### src/sv/modular_inverse_ext_euclid_assert.svh
// assertion macros for the modular inverse block
`ifndef MODULAR_INVERSE_EXT_EUCLID_ASSERT_SVH
`define MODULAR_INVERSE_EXT_EUCLID_ASSERT_SVH
`ifndef SYNTHESIS
`define MIE_ASSERT_IMPL(label, clk, rst, prop) \
  label: assert property (@(posedge clk) disable iff (rst) prop) \
    else $error("assertion failed");
`define MIE_ASSERT_ALWAYS(label, clk, prop) \
  label: assert property (@(posedge clk) prop) else $error("assertion failed");
`else
`define MIE_ASSERT_IMPL(label, clk, rst, prop)
`define MIE_ASSERT_ALWAYS(label, clk, prop)
`endif
`endif

### src/sv/mie_pkg.sv
package mie_pkg;
  localparam logic [1:0] ST_OK          = 2'd0;
  localparam logic [1:0] ST_NOT_COPRIME = 2'd1;
  localparam logic [1:0] ST_OVER_LIMIT  = 2'd2;
  localparam logic [31:0] LIMIT_RESET   = 32'd1000000000;

  typedef struct packed {
    logic start;
    logic busy;
    logic done;
  } div_ctrl_t;
endpackage

### src/sv/modular_inverse_ext_euclid.sv
// channel   dir  fields (low bit first)
// s_axis    in   tdata: modulus_k[31:0], multiplier_c[63:32]
// m_axis    out  tdata: answer_y[31:0]; tuser: status[1:0]
// cfg       in   result_limit, written when cfg_we is high
// a word with a zero operand goes straight to the output with not coprime status;
// otherwise the euclid steps run, and a coprime word is then reduced and limited;
// each euclid step uses the shared bit-serial divider, then the shared multiplier
// for the bezout update. rst is synchronous, clears control and reloads the limit.
// the output word is held in a register; a stalled output holds the block busy
// only until the word is taken, the input is not ready while an item runs.
`include "modular_inverse_ext_euclid_assert.svh"
module modular_inverse_ext_euclid #(
  parameter int DATA_WIDTH = 32
) (
  input  logic        clk,
  input  logic        rst,
  input  logic        s_axis_tvalid,
  output logic        s_axis_tready,
  input  logic [63:0] s_axis_tdata,   // modulus_k, multiplier_c
  output logic        m_axis_tvalid,
  input  logic        m_axis_tready,
  output logic [31:0] m_axis_tdata,   // answer_y
  output logic [1:0]  m_axis_tuser,   // status
  input  logic        cfg_we,
  input  logic [31:0] cfg_wdata
);
  localparam int W = DATA_WIDTH;
  localparam logic [3:0] S_IDLE = 4'd0, S_DIV = 4'd1, S_DIVW = 4'd2, S_MUL = 4'd3,
    S_MULW = 4'd4, S_FIN = 4'd5, S_RED = 4'd6, S_REDW = 4'd7, S_NEED = 4'd8,
    S_NEEDW = 4'd9, S_OUT = 4'd10;

  logic [3:0]   state;
  logic [31:0]  result_limit;
  logic [W-1:0] k, c, a, b, prev_mag, cur_mag, y0;
  logic         prev_neg, cur_neg;
  logic [31:0]  out_y;
  logic [1:0]   out_st;

  logic         d_start, d_busy, d_done;
  logic [W-1:0] d_n, d_d, d_q, d_r;
  logic         m_start, m_busy, m_done;
  logic [W:0]   m_p;
  logic [W-1:0] q_hold;

  mie_div #(.W(W)) u_div (.clk, .rst, .start(d_start), .dividend(d_n), .divisor(d_d),
    .busy(d_busy), .done(d_done), .quot(d_q), .rem(d_r));
  mie_mul #(.W(W)) u_mul (.clk, .rst, .start(m_start), .op_a(cur_mag), .op_b(q_hold),
    .addend(prev_mag), .busy(m_busy), .done(m_done), .prod(m_p));

  assign s_axis_tready = (state == S_IDLE);
  assign m_axis_tvalid = (state == S_OUT);
  assign m_axis_tdata  = out_y;
  assign m_axis_tuser  = out_st;

  // divider operand select by phase
  always_comb begin
    d_start = 1'b0;
    d_n = a;
    d_d = b;
    case (state)
      S_DIV:  d_start = 1'b1;
      S_RED:  begin d_start = 1'b1; d_n = prev_mag; d_d = k; end
      S_NEED: begin d_start = 1'b1; d_n = k; d_d = c; end
      default: ;
    endcase
  end
  assign m_start = (state == S_MUL);

  // final selection math, one bit wider than the data to absorb carries
  logic [W:0]  need;
  logic [W:0]  need_less_k;
  logic [W-1:0] n_mod;
  logic [W:0]  diff;
  logic [32:0] lim;
  assign need  = {1'b0, d_q} + 1'b1;
  // need is at most k + 1, so one subtraction reduces it modulo k
  assign need_less_k = need - {1'b0, k};
  assign n_mod = (k == W'(1)) ? '0 :
                 (need >= {1'b0, k}) ? need_less_k[W-1:0] : need[W-1:0];
  assign diff  = (y0 >= n_mod) ? {1'b0, y0 - n_mod} : {1'b0, y0} + {1'b0, k - n_mod};
  assign lim   = {1'b0, result_limit};

  always_ff @(posedge clk) begin
    if (rst) begin
      state <= S_IDLE;
      result_limit <= mie_pkg::LIMIT_RESET;
    end else begin
      if (cfg_we) result_limit <= cfg_wdata;
      case (state)
        S_IDLE: if (s_axis_tvalid) begin
          k <= W'(s_axis_tdata[31:0]);
          c <= W'(s_axis_tdata[63:32]);
          a <= W'(s_axis_tdata[31:0]);
          b <= W'(s_axis_tdata[63:32]);
          prev_mag <= '0; cur_mag <= W'(1);
          prev_neg <= 1'b0; cur_neg <= 1'b0;
          out_y <= '0; out_st <= mie_pkg::ST_NOT_COPRIME;
          if (W'(s_axis_tdata[31:0]) == '0 || W'(s_axis_tdata[63:32]) == '0)
            state <= S_OUT;
          else
            state <= S_DIV;
        end
        S_DIV:  state <= S_DIVW;
        S_DIVW: if (d_done) begin
          q_hold <= d_q;
          a <= b;
          b <= d_r;
          state <= S_MUL;
        end
        S_MUL:  state <= S_MULW;
        S_MULW: if (m_done) begin
          // magnitudes of bezout coefficients never exceed k
          prev_mag <= cur_mag; prev_neg <= cur_neg;
          cur_mag <= m_p[W-1:0]; cur_neg <= !cur_neg;
          state <= (b == '0) ? S_FIN : S_DIV;
        end
        S_FIN:  state <= (a == W'(1)) ? S_RED : S_OUT;
        S_RED:  state <= S_REDW;
        S_REDW: if (d_done) begin
          y0 <= (prev_neg && d_r != '0) ? k - d_r : d_r;
          state <= S_NEED;
        end
        S_NEED:  state <= S_NEEDW;
        S_NEEDW: if (d_done) begin
          if (65'(need) > 65'(lim)) begin
            out_st <= mie_pkg::ST_OVER_LIMIT;
          end else if (65'(diff) > 65'(lim) - 65'(need)) begin
            out_st <= mie_pkg::ST_OVER_LIMIT;
          end else begin
            out_st <= mie_pkg::ST_OK;
            out_y <= 32'(need + diff);
          end
          state <= S_OUT;
        end
        S_OUT: if (m_axis_tready) state <= S_IDLE;
        default: state <= S_IDLE;
      endcase
    end
  end

  `MIE_ASSERT_IMPL(a_ok_nonzero, clk, rst, (m_axis_tvalid && m_axis_tuser != mie_pkg::ST_OK) |-> (m_axis_tdata == '0))
  `MIE_ASSERT_IMPL(a_one_hot_hs, clk, rst, !(s_axis_tready && m_axis_tvalid))
  `MIE_ASSERT_IMPL(a_units_excl, clk, rst, !(d_busy && m_busy))
  `MIE_ASSERT_IMPL(a_out_hold, clk, rst, (m_axis_tvalid && !m_axis_tready) |=> m_axis_tvalid)
endmodule

### src/sv/mie_div.sv
// restoring divider, one quotient bit per cycle
module mie_div #(
  parameter int W = 32
) (
  input  logic         clk,
  input  logic         rst,
  input  logic         start,
  input  logic [W-1:0] dividend,
  input  logic [W-1:0] divisor,
  output logic         busy,
  output logic         done,
  output logic [W-1:0] quot,
  output logic [W-1:0] rem
);
  localparam int CW = $clog2(W + 1);
  logic [CW-1:0] cnt;
  logic [W-1:0]  dsr;
  logic [W:0]    trial;

  assign trial = {rem, quot[W-1]} - {1'b0, dsr};

  always_ff @(posedge clk) begin
    if (rst) begin
      busy <= 1'b0;
      done <= 1'b0;
      cnt  <= '0;
    end else begin
      done <= 1'b0;
      if (start) begin
        busy <= 1'b1;
        cnt  <= CW'(W);
      end else if (busy) begin
        cnt <= cnt - 1'b1;
        if (cnt == CW'(1)) begin
          busy <= 1'b0;
          done <= 1'b1;
        end
      end
    end
  end

  always_ff @(posedge clk) begin
    if (start) begin
      quot <= dividend;
      rem  <= '0;
      dsr  <= divisor;
    end else if (busy) begin
      if (!trial[W]) begin
        rem  <= trial[W-1:0];
        quot <= {quot[W-2:0], 1'b1};
      end else begin
        rem  <= {rem[W-2:0], quot[W-1]};
        quot <= {quot[W-2:0], 1'b0};
      end
    end
  end
endmodule

### src/sv/mie_mul.sv
// shift-add multiplier with a wider accumulator, one bit per cycle
module mie_mul #(
  parameter int W = 32
) (
  input  logic         clk,
  input  logic         rst,
  input  logic         start,
  input  logic [W-1:0] op_a,
  input  logic [W-1:0] op_b,
  input  logic [W-1:0] addend,
  output logic         busy,
  output logic         done,
  output logic [W:0]   prod
);
  localparam int CW = $clog2(W + 1);
  logic [CW-1:0] cnt;
  logic [W-1:0]  mb;
  logic [2*W:0]  acc;
  logic [2*W:0]  shifted;

  assign shifted = {acc[2*W-1:0], 1'b0};
  assign prod = (acc[2*W:W+1] != '0) ? {(W+1){1'b1}} : acc[W:0];

  always_ff @(posedge clk) begin
    if (rst) begin
      busy <= 1'b0;
      done <= 1'b0;
      cnt  <= '0;
    end else begin
      done <= 1'b0;
      if (start) begin
        busy <= 1'b1;
        cnt  <= CW'(W);
      end else if (busy) begin
        cnt <= cnt - 1'b1;
        if (cnt == CW'(1)) begin
          busy <= 1'b0;
          done <= 1'b1;
        end
      end
    end
  end

  // msb first: acc = 2*acc + bit*a, addend added unshifted in the final step
  logic [2*W:0] addend_scaled;
  assign addend_scaled = {{(W+1){1'b0}}, addend};

  always_ff @(posedge clk) begin
    if (start) begin
      acc <= '0;
      mb  <= op_b;
    end else if (busy) begin
      mb <= {mb[W-2:0], 1'b0};
      if (cnt == CW'(1))
        acc <= shifted + (mb[W-1] ? {{(W+1){1'b0}}, op_a} : '0) + addend_scaled;
      else
        acc <= shifted + (mb[W-1] ? {{(W+1){1'b0}}, op_a} : '0);
    end
  end
endmodule
### config.mk
export PLATFORM = sky130hd
export DESIGN_NAME = modular_inverse_ext_euclid
export DESIGN_NICKNAME = d
export VERILOG_FILES = /design/src/sv/mie_pkg.sv /design/src/sv/modular_inverse_ext_euclid.sv /design/src/sv/mie_div.sv /design/src/sv/mie_mul.sv
export VERILOG_INCLUDE_DIRS = /design/src /design/src/sv
export SDC_FILE = /design/constraint.sdc
export NUM_CORES = 2
export LEC_CHECK = 0
export CORE_MARGIN = 2
export CORE_UTILIZATION = 59
export DETAILED_ROUTE_END_ITERATION = 8
export DONT_BUFFER_PORTS = 1
export PLACE_DENSITY = 0.85
export SYNTH_ARGS = -nofsm -noshare
export SYNTH_HDL_FRONTEND = slang
export SYNTH_SLANG_ARGS = --single-unit
### constraint.sdc
create_clock -name clk -period 11.1 [get_ports clk]
set_input_delay 2.22 -clock clk [delete_from_list [all_inputs] [get_ports clk]]
set_output_delay 2.22 -clock clk [all_outputs]
set_load 0.05 [all_outputs]
==> metrics.yaml <==
outcome: "finished, final reports clean"
area_delta_synth_final_pct: 9.651
worstPathArrival_ps: 11000
grt_max_degree: 79
final_hold_viol_count: 0
worst_r2r_path_depth: 49
viasPerCell: 6.724
synth_edf_count: 388
fillCellCount: 5419
core_mm2: 0.06895
setup_viol: 0
max-slew-margin-rel_pct: 21.30
cts.clk_slew.worst_paths_ps: 60
numCtsBuffers: 58
dieWidth_um: 268.3
synth_cell_types: 104
ios: 137
r2r_start: "u_div.quot[2]$_DFFE_PP_"
final_max_slew_viol_count: 0
cts_tree: "done"
gp_congestion: 1.036
grt_pass1_vias: 34771
clk_latency_ps: 670
drc: 0
synth_nets: 5009
stdcell_count: 5555
placed_cells: 5427
clock-sinks: 537
synth-xor-area-share_pct: 7.693
timing.final.crit_share_pct: 95.79
worst_pin_slew_ps: 1181
synth.cell_area_mm2: 0.04123
syn_avg_cell_area_um2: 9.071
yosysSeqAreaShare_pct: 35.50
rows: 96
rrSetupSlack_ps: 470
grt_pass1_wl_mm: 206.8
synth_ff_type: "edfxtp_1"
synth-simple-area-share_pct: 17.29
dr.pass1.iters: 6
netlist_instances: 4545
drive_gt1_share_pct: 9.044
cp_max_fo: 6
port_buffers: 0
cts_hold_buf: 0
crit_type: "register to register"
dp_hpwl_mm: 103.0
crit_top_cell: "and3_1"
wl_per_cell_um: 24.83
muxShareOfSynthArea_pct: 4.725
cpMaxStageDelayCell: "a311o_1"
fp.dieArea_mm2: 0.07201
die_height_um: 268.3
max_freq_mhz: 94.05
cts_root_buf: "clkbuf_16"
htreeDepth: 2
antenna_found_initial: 3
synth_top_family_by_area: "compound AO/OA/AOI/OAI gates"
synth_compound_area_share_pct: 19.93
wl_mm: 137.9
gr-total-overflow: 0
hp-class: "register to register"
cp-end-kind: "register"
worstPathRequired_ps: 11460
yosys.area_share.adder_pct: 11.27
yosys_warnings: 0
grtUsageTotal_pct: 37.57
hp-start: "q_hold[14]$_DFFE_PP_"
cap_violations: 0
cts.path.max_buffers: 3
vias: 37354
drtIter0Drc: 4921
reg2reg_to: "m_axis_tdata[29]$_SDFFCE_PN0P_"
async_reset_ff_share_pct: 0
worst_clock_skew_ps: 69.64
ys_seq_elements: 537
nets: 5037
post-route-min-period_ps: 10630
start_kind: "register"
hold_path_depth: 2
max_stage_delay_ps: 450
postRouteAntennaNets: 0
start_util_pct: 59.80
hold_end: "u_mul.mb[14]$_DFFE_PP_"
## cell families after synthesis
logic type | Yosys count
and+or+nand+nor | 1437
AOI/OAI and AO/OA | 1273
buffers and inverters | 387
DFF | 537
adders and majority gates | 366
xor gates and xnor gates | 359
muxes | 186
## cells in the mapped netlist, types with 56 or more instances
library cell | number | area (µm²)
xor2_1 | 137 | 1200
a21o_1 | 141 | 1059
nand2_1 | 382 | 1434
dfxtp_1 | 149 | 2983
xnor2_1 | 220 | 1927
and3_1 | 75 | 469.2
o21ai_0 | 301 | 1506
inv_1 | 216 | 810.8
nor2b_1 | 56 | 350.3
nor2_1 | 361 | 1355
mux2i_1 | 117 | 1171
nor3_1 | 117 | 585.6
nand3_1 | 95 | 475.5
ha_1 | 353 | 4417
mux2_2 | 69 | 777.0
clkbuf_1 | 145 | 544.3
edfxtp_1 | 388 | 11650
a211oi_1 | 69 | 518.0
a21oi_1 | 335 | 1677
o21a_1 | 56 | 420.4
nor4_1 | 70 | 437.9
and2_1 | 59 | 369.1
## cell usage in the layout, fill, tap and decap left out, types with 69 or more instances in the layout
cell and instances:
a21o_1 141, a21oi_1 330, and3_1 71, buf_4 134
dfxtp_1 147, edfxtp_1 388, ha_1 348, inv_1 216
mux2_2 69, mux2i_1 117, nand2_1 382, nand3_1 94
nor2_1 353, nor3_1 110, o21ai_0 284, xnor2_1 217
xor2_1 137
## sequential cells by signal, summed over array words and instances (netlist names), 2 cells and up
name and count:
u_mul.acc 65, a 32, b 32, c 32, cur_mag 32, k 32
m_axis_tdata 32, prev_mag 32, q_hold 32, result_limit 32, u_div.dsr 32, u_div.quot 32
u_div.rem 32, u_mul.mb 32, y0 32, u_div.cnt 6, u_mul.cnt 6, state 4
m_axis_tuser 2
## stage by stage
step           setup TNS (ps)  area, µm²  util [%]  hold slack (ps)  worst slack (ps)
2_1_floorplan               0      41230         -            452.8             473.6
3_3_place_gp                0      42770     62.04            467.3             175.6
3_5_place_dp            -1355      42770     62.04            479.0            -151.7
4_1_cts                     0      44870     65.08            480.0             55.72
5_1_grt                -266.0      45200     65.56            504.7            -66.87
6_report                    0      45210     65.57            477.8             467.4
## layout make-up
| cell class | instances | area [µm²] | area share (%) |
|---|---|---|---|
| sequential | 537 | 14640 | 32.38 |
| clock buffer | 66 | 1511 | 3.343 |
| timing repair buffer | 138 | 1082 | 2.394 |
| clock inverter | 43 | 566.8 | 1.254 |
| multi-input combinational | 3621 | 25420 | 56.24 |
| tap | 931 | 1165 | 2.577 |
| antenna | 2 | 5.005 | 0.01107 |
| inverter | 217 | 814.5 | 1.802 |
## worst max-delay path by stage
stage / from / endpoint / slack [ps]
2_1_floorplan: u_div.quot[2]$_DFFE_PP_ / m_axis_tdata[0]$_SDFFCE_PN0P_ / 470
6_report: u_div.quot[2]$_DFFE_PP_ / m_axis_tdata[29]$_SDFFCE_PN0P_ / 470
4_1_cts: u_div.quot[4]$_DFFE_PP_ / m_axis_tdata[3]$_SDFFCE_PN0P_ / 60
5_1_grt: u_div.quot[11]$_DFFE_PP_ / m_axis_tdata[29]$_SDFFCE_PN0P_ / -70
3_5_place_dp: u_div.quot[4]$_DFFE_PP_ / m_axis_tdata[29]$_SDFFCE_PN0P_ / -150
3_3_place_gp: u_div.quot[4]$_DFFE_PP_ / m_axis_tdata[29]$_SDFFCE_PN0P_ / 180
## timing repair
action                                  CTS  global route
cloned                                    0             2
endpoints found under the setup margin   35            43
resized for setup                         4            58
buffers inserted                          0            15
pin swaps                                 0            15
## critical path: cells and delay by family, from the launching register on
| kind | cells | cell delay (ps) |
|---|---|---|
| mux | 1 | 170 |
| compound gates | 20 | 3770 |
| fa+ha+maj | 6 | 2110 |
| flops | 1 | 370 |
| xor+xnor | 4 | 560 |
| buf+inv | 1 | 220 |
| simple gates | 17 | 3100 |
## layer usage
metal / vias to the layer above / track usage, % / share of wire [%]
met5: - / 0 / 0.0094
met2: 2434 / 57.24 / 43
li1: 16906 / - / -
met1: 17427 / 47.50 / 37
met4: 2 / 24.13 / 8.0
met3: 585 / 9.612 / 12
Power is left out: the tool's default activity adds up to more than one toggle a clock period on the data nets, which glitch-free logic cannot reach.
